### src/rthv_pkg.sv
// ----------------------------------------------------------------------------
// rthv_pkg: shared types and helpers for the RGB to HSV converter
// Pixel beat types, pipeline payload and one radix-4 long-division step.
// ----------------------------------------------------------------------------
package rthv_pkg;

  localparam int unsigned ChanW   = 8;
  localparam int unsigned HueW    = 9;
  localparam int unsigned DivSteps = 2;   // quotient bits resolved per stage

  localparam logic [HueW-1:0] HueGreen = HueW'(120);
  localparam logic [HueW-1:0] HueBlue  = HueW'(240);
  localparam logic [HueW-1:0] HueWrap  = HueW'(360);

  typedef struct packed {
    logic [ChanW-1:0] red;
    logic [ChanW-1:0] green;
    logic [ChanW-1:0] blue;
  } rgb_t;

  typedef struct packed {
    logic [HueW-1:0]  hue;
    logic [ChanW-1:0] saturation;
    logic [ChanW-1:0] brightness;
  } hsv_t;

  typedef enum logic [1:0] {
    MAX_RED,
    MAX_GREEN,
    MAX_BLUE
  } max_sel_e;

  // Long division state: partial remainder, dividend bits still to bring
  // down, and quotient bits collected so far.
  typedef struct packed {
    logic [ChanW-1:0] rem;
    logic [ChanW-1:0] low;
    logic [ChanW-1:0] quo;
  } div_t;

  typedef struct packed {
    logic             grey;
    max_sel_e         sel;
    logic             neg;
    logic [ChanW-1:0] vmax;
    logic [ChanW-1:0] spread;
    div_t             sat;
    div_t             hue;
  } pipe_t;

  // Two restoring steps. The quotient is known to fit in ChanW bits, so the
  // remainder always stays below the divisor.
  function automatic div_t div_step(div_t s, logic [ChanW-1:0] d);
    div_t         r;
    logic [ChanW:0] part;
    r = s;
    for (int i = 0; i < DivSteps; i++) begin
      part = {r.rem, r.low[ChanW-1]};
      r.low = {r.low[ChanW-2:0], 1'b0};
      if (part >= {1'b0, d}) begin
        part  = part - {1'b0, d};
        r.quo = {r.quo[ChanW-2:0], 1'b1};
      end else begin
        r.quo = {r.quo[ChanW-2:0], 1'b0};
      end
      r.rem = part[ChanW-1:0];
    end
    return r;
  endfunction

endpackage

### src/rgb_to_hsv_converter_top.sv
// Pipeline: compare stage, four division stages at two quotient bits each,
// hue assembly / output register.
// Throughput: one pixel per cycle while the output is not stalled; the whole pipe
// holds while an output beat is stalled, so the stall depth is set by the output register.
// Reset: asynchronous, active low; clears all stage valid bits, no payload.
// ----------------------------------------------------------------------------
// rgb_to_hsv_converter_top: RGB888 to integer HSV converter
// Pipelined conversion of one pixel per clock, while the output is not stalled, with valid/ready on both sides.
// ----------------------------------------------------------------------------
module rgb_to_hsv_converter_top import rthv_pkg::*; (
  input  logic clk_i,
  input  logic rst_ni,
  input  logic in_valid_i,
  output logic in_ready_o,
  input  rgb_t in_data_i,
  output logic out_valid_o,
  input  logic out_ready_i,
  output hsv_t out_data_o
);

  localparam int unsigned NumDiv = ChanW / DivSteps;

  logic  en;
  logic  valid [NumDiv+1];
  pipe_t pipe  [NumDiv+1];

  assign en         = !out_valid_o || out_ready_i;
  assign in_ready_o = en;

  rthv_front u_front (
    .clk_i   (clk_i),
    .rst_ni  (rst_ni),
    .en_i    (en),
    .valid_i (in_valid_i),
    .pix_i   (in_data_i),
    .valid_o (valid[0]),
    .pipe_o  (pipe[0])
  );

  for (genvar i = 0; i < NumDiv; i++) begin : g_div
    rthv_div_stage u_div (
      .clk_i   (clk_i),
      .rst_ni  (rst_ni),
      .en_i    (en),
      .valid_i (valid[i]),
      .pipe_i  (pipe[i]),
      .valid_o (valid[i+1]),
      .pipe_o  (pipe[i+1])
    );
  end

  rthv_back u_back (
    .clk_i   (clk_i),
    .rst_ni  (rst_ni),
    .en_i    (en),
    .valid_i (valid[NumDiv]),
    .pipe_i  (pipe[NumDiv]),
    .valid_o (out_valid_o),
    .hsv_o   (out_data_o)
  );

endmodule

### src/rthv_front.sv
// ----------------------------------------------------------------------------
// rthv_front: channel compare stage
// Finds max, min and winning channel, forms both dividends and registers them.
// ----------------------------------------------------------------------------
module rthv_front import rthv_pkg::*; (
  input  logic  clk_i,
  input  logic  rst_ni,
  input  logic  en_i,
  input  logic  valid_i,
  input  rgb_t  pix_i,
  output logic  valid_o,
  output pipe_t pipe_o
);

  logic [ChanW-1:0]   r, g, b, vmax, vmin, spread, a_op, b_op, mag;
  logic [2*ChanW-1:0] sat_num, hue_num;
  max_sel_e           sel;
  logic               neg;
  pipe_t              pipe_d, pipe_q;
  logic               valid_q;

  always_comb begin
    r = pix_i.red;
    g = pix_i.green;
    b = pix_i.blue;
    // ties go to red, then green
    if (r >= g && r >= b) begin
      sel  = MAX_RED;
      vmax = r;
      a_op = g;
      b_op = b;
    end else if (g >= b) begin
      sel  = MAX_GREEN;
      vmax = g;
      a_op = b;
      b_op = r;
    end else begin
      sel  = MAX_BLUE;
      vmax = b;
      a_op = r;
      b_op = g;
    end
    vmin = (r <= g) ? ((r <= b) ? r : b) : ((g <= b) ? g : b);
    spread = vmax - vmin;
    neg = a_op < b_op;
    mag = neg ? (b_op - a_op) : (a_op - b_op);
    // spread*255 and mag*60 by shift and subtract
    sat_num = {spread, {ChanW{1'b0}}} - {{ChanW{1'b0}}, spread};
    hue_num = {2'b00, mag, 6'b000000} - {6'b000000, mag, 2'b00};

    pipe_d.grey    = (spread == '0);
    pipe_d.sel     = sel;
    pipe_d.neg     = neg;
    pipe_d.vmax    = vmax;
    pipe_d.spread  = spread;
    pipe_d.sat.rem = sat_num[2*ChanW-1:ChanW];
    pipe_d.sat.low = sat_num[ChanW-1:0];
    pipe_d.sat.quo = '0;
    pipe_d.hue.rem = hue_num[2*ChanW-1:ChanW];
    pipe_d.hue.low = hue_num[ChanW-1:0];
    pipe_d.hue.quo = '0;
  end

  always_ff @(posedge clk_i or negedge rst_ni) begin
    if (!rst_ni) begin
      valid_q <= 1'b0;
    end else if (en_i) begin
      valid_q <= valid_i;
    end
  end

  always_ff @(posedge clk_i) begin
    if (en_i) begin
      pipe_q <= pipe_d;
    end
  end

  assign valid_o = valid_q;
  assign pipe_o  = pipe_q;

endmodule

### src/rthv_div_stage.sv
// ----------------------------------------------------------------------------
// rthv_div_stage: one division stage
// Resolves two quotient bits of both the saturation and hue divisions.
// ----------------------------------------------------------------------------
module rthv_div_stage import rthv_pkg::*; (
  input  logic  clk_i,
  input  logic  rst_ni,
  input  logic  en_i,
  input  logic  valid_i,
  input  pipe_t pipe_i,
  output logic  valid_o,
  output pipe_t pipe_o
);

  pipe_t pipe_d, pipe_q;
  logic  valid_q;

  always_comb begin
    pipe_d     = pipe_i;
    // grey beats divide by zero here; the result is discarded at the end
    pipe_d.sat = div_step(pipe_i.sat, pipe_i.vmax);
    pipe_d.hue = div_step(pipe_i.hue, pipe_i.spread);
  end

  always_ff @(posedge clk_i or negedge rst_ni) begin
    if (!rst_ni) begin
      valid_q <= 1'b0;
    end else if (en_i) begin
      valid_q <= valid_i;
    end
  end

  always_ff @(posedge clk_i) begin
    if (en_i) begin
      pipe_q <= pipe_d;
    end
  end

  assign valid_o = valid_q;
  assign pipe_o  = pipe_q;

endmodule

### src/rthv_back.sv
// ----------------------------------------------------------------------------
// rthv_back: hue assembly and output register
// Applies the sector offset and wrap, forces hue and saturation of grey pixels to zero.
// ----------------------------------------------------------------------------
module rthv_back import rthv_pkg::*; (
  input  logic  clk_i,
  input  logic  rst_ni,
  input  logic  en_i,
  input  logic  valid_i,
  input  pipe_t pipe_i,
  output logic  valid_o,
  output hsv_t  hsv_o
);

  logic [HueW-1:0] q, base;
  hsv_t            hsv_d, hsv_q;
  logic            valid_q;

  always_comb begin
    q = {1'b0, pipe_i.hue.quo};
    unique case (pipe_i.sel)
      MAX_GREEN: base = HueGreen;
      MAX_BLUE:  base = HueBlue;
      // a negative difference that truncates to zero gives hue zero, no wrap
      default:   base = (pipe_i.neg && q != '0) ? HueWrap : '0;
    endcase
    hsv_d.brightness = pipe_i.vmax;
    if (pipe_i.grey) begin
      hsv_d.hue        = '0;
      hsv_d.saturation = '0;
    end else begin
      hsv_d.hue        = pipe_i.neg ? (base - q) : (base + q);
      hsv_d.saturation = pipe_i.sat.quo;
    end
  end

  always_ff @(posedge clk_i or negedge rst_ni) begin
    if (!rst_ni) begin
      valid_q <= 1'b0;
    end else if (en_i) begin
      valid_q <= valid_i;
    end
  end

  always_ff @(posedge clk_i) begin
    if (en_i) begin
      hsv_q <= hsv_d;
    end
  end

  assign valid_o = valid_q;
  assign hsv_o   = hsv_q;

endmodule

### config.mk
export PLATFORM = sky130hd
export DESIGN_NAME = rgb_to_hsv_converter_top
export DESIGN_NICKNAME = d
export VERILOG_FILES = /design/src/rthv_pkg.sv /design/src/rgb_to_hsv_converter_top.sv /design/src/rthv_front.sv /design/src/rthv_div_stage.sv /design/src/rthv_back.sv
export SDC_FILE = /design/constraint.sdc
export NUM_CORES = 1
export LEC_CHECK = 0
export BUFFER_PORTS_ARGS = -buffer_cell sky130_fd_sc_hd__buf_2
export CORE_MARGIN = 3
export CORE_UTILIZATION = 50
export CTS_CLUSTER_SIZE = 10
export DETAILED_ROUTE_END_ITERATION = 7
export HOLD_SLACK_MARGIN = 0.02
export PLACE_DENSITY = 0.66
export SYNTH_ARGS = -nofsm -noshare
export SYNTH_HDL_FRONTEND = slang
export SYNTH_HIERARCHICAL = 1
export SYNTH_SLANG_ARGS = --single-unit
export TNS_END_PERCENT = 1
### constraint.sdc
create_clock -name clk_i -period 12.5 [get_ports clk_i]
set_clock_uncertainty 0.1 [all_clocks]
set_input_delay 1.25 -clock clk_i [delete_from_list [all_inputs] [get_ports clk_i]]
set_output_delay 1.25 -clock clk_i [all_outputs]
set_load 0.05 [all_outputs]
==> results.txt <==
PostCTS Resize Cnt -> 0
final instance area -> 0.02028 mm²
maxcap violations -> 0
placed instance area -> 0.01939 mm²
Setup Fix Bufs, Post-CTS -> 0
R2R Path Start -> u_front/pipe_o[49]
clock transition at the registers of the reported paths -> 0.05 ns
YS warnings -> 6
die area -> 0.03970 mm²
Num CTS Buffers -> 31
area occupied by multi-input gates -> 0.009943 mm²
CTS tree -> built
commonest cells after routing, fill and taps aside -> 257 x edfxtp_1, 187 x ha_1, 177 x inv_1
Core Region -> 0.03670 mm²
CTS sink count -> 263
Vias -> 12913
final WL -> 37370 µm
I/O pin cnt -> 55
status -> completed
largest net degree at the start of global routing -> 199
Layout Utilization -> 55.27%
period utilization -> 52.53%
fin crit period -> 6.566 ns
nature of the critical path startpoint -> primary input
Via density -> 5.780
gr usage total -> 18.93%
sequential standard cell area -> 0.007868 mm²
Slew Viols, Final -> 0
routability cong. -> 0.9019
max-slew headroom at the worst pin -> 26.19%
Post-Synthesis Cell Area -> 0.01867 mm²
Die X-Extent -> 199.3 µm
Hold Path Depth -> 0
H-tree levels -> 1
clock latency on the worst-skew pair -> 0.55 ns
Diodes inserted -> 0
Hold Crit Class -> reg2reg
Filler cells -> 3093
Avg WL per Cell -> 16.73 µm
endpoint class of the critical path -> flop
worst slew pin tran -> 1.107 ns
Worst path max stage delay -> 0.53 ns
share of layout cells above drive strength 1 -> 14.27%
GRT overflow -> 0
Rows -> 70
vias in the first global route -> 12939
Die Ht -> 199.3 µm
Post-CTS Hold Fix Bufs -> 0
PortBufs -> 54
RSZ-0062 raised after global routing -> false
Mapped Cells -> 1689
end of the worst register-to-register path -> g_div[0].u_div/pipe_o[22]
Setup violations, final -> 0
Hold EP -> g_div[0].u_div/pipe_o[67]
# DRC -> 0
R2R depth -> 14
CTS Buffer Depth -> 3
synth-to-layout area growth -> 8.616%
Worst path most repeated cell -> inv_1
first-pass GRT wire length -> 62430 µm
HP Start -> u_front/pipe_o[67]
Pre-antenna DRT Iters -> 5
effective utilization at floorplan -> 50.89%
initial antenna violation count -> 0
post-detail-place hpwl -> 28760 µm
ANT nets after route -> 0
FMAX -> 152.3 MHz
final net count -> 1983
Worst path slowest cell -> fa_1
Fin Setup TNS -> 0 ns
DR iter-0 viols -> 691
syn_area_per_cell -> 11.06 µm²
final hold viol count -> 0
r2r setup slk -> 7.50 ns
Root Buffer -> clkbuf_16
CP required -> 12.69 ns
critical path class -> in2reg
worst-path fanout max -> 26
CP arrival -> 6.75 ns
commonest non-fill, non-tap cell in the layout -> edfxtp_1
[worst max path at each step]
stage / end / cells after the start / slack (ns) / start
after detailed placement: u_front/pipe_o[20] / 25 / 5.35 / in_data_i[1]
after global routing: u_front/pipe_o[19] / 25 / 5.44 / in_data_i[1]
final: u_front/pipe_o[20] / 25 / 5.93 / in_data_i[1]
after CTS: u_front/pipe_o[20] / 25 / 5.92 / in_data_i[1]
after floorplan: in_ready_o / 1 / 3.26 / out_ready_i
after global placement: u_front/pipe_o[20] / 25 / 5.51 / in_data_i[1]
[final cells by class]
cell class,instances,share of cell area [%]
clock buffer,45,4.182
clock inverter,3,0.1974
inverter,180,3.343
multi-input combinational,1216,49.02
sequential,263,38.79
tap,468,2.887
timing repair buffer,59,1.579
[metal layers]
metal | up-vias | GRT usage (%) | part of all wire [%]
li1 | 6452 | - | -
met1 | 6162 | 24.90 | 46
met2 | 237 | 33.21 | 48
met3 | 62 | 2.057 | 3.9
met4 | 0 | 5.622 | 2.7
met5 | - | 0 | 0
[stage by stage]
| stage | cells | setup WS, ns | hold slack (ns) |
|---|---|---|---|
| 6_report | 2234 | 5.934 | 0.3005 |
| 5_1_grt | 2234 | 5.443 | 0.3164 |
| 4_1_cts | 2234 | 5.921 | 0.3066 |
| 3_5_place_dp | 2186 | 5.353 | 0.3045 |
| 3_3_place_gp | 2186 | 5.506 | 0.3016 |
| 2_1_floorplan | 1690 | 3.261 | 0.3003 |
[flip-flops by register name, summed over array words and instances, names as in the netlist]
name	cells
g_div.u_div/pipe_o	184
u_front/pipe_o	48
u_back/hsv_o	25
g_div.u_div/valid_o	4
u_back/valid_o	1
u_front/valid_o	1
[worst max-delay path, delay by kind of cell]
| family | cells | cell delay [ns] |
|---|---|---|
| xor+xnor | 2 | 0.46 |
| fa+ha+maj | 4 | 1.53 |
| buf+inv | 5 | 0.86 |
| compound gates | 8 | 1.95 |
| mux | 1 | 0.13 |
| simple gates | 5 | 0.57 |
Power is left out: the tool's default activity adds up to more than one toggle a clock period on the data nets, which glitch-free logic cannot reach.
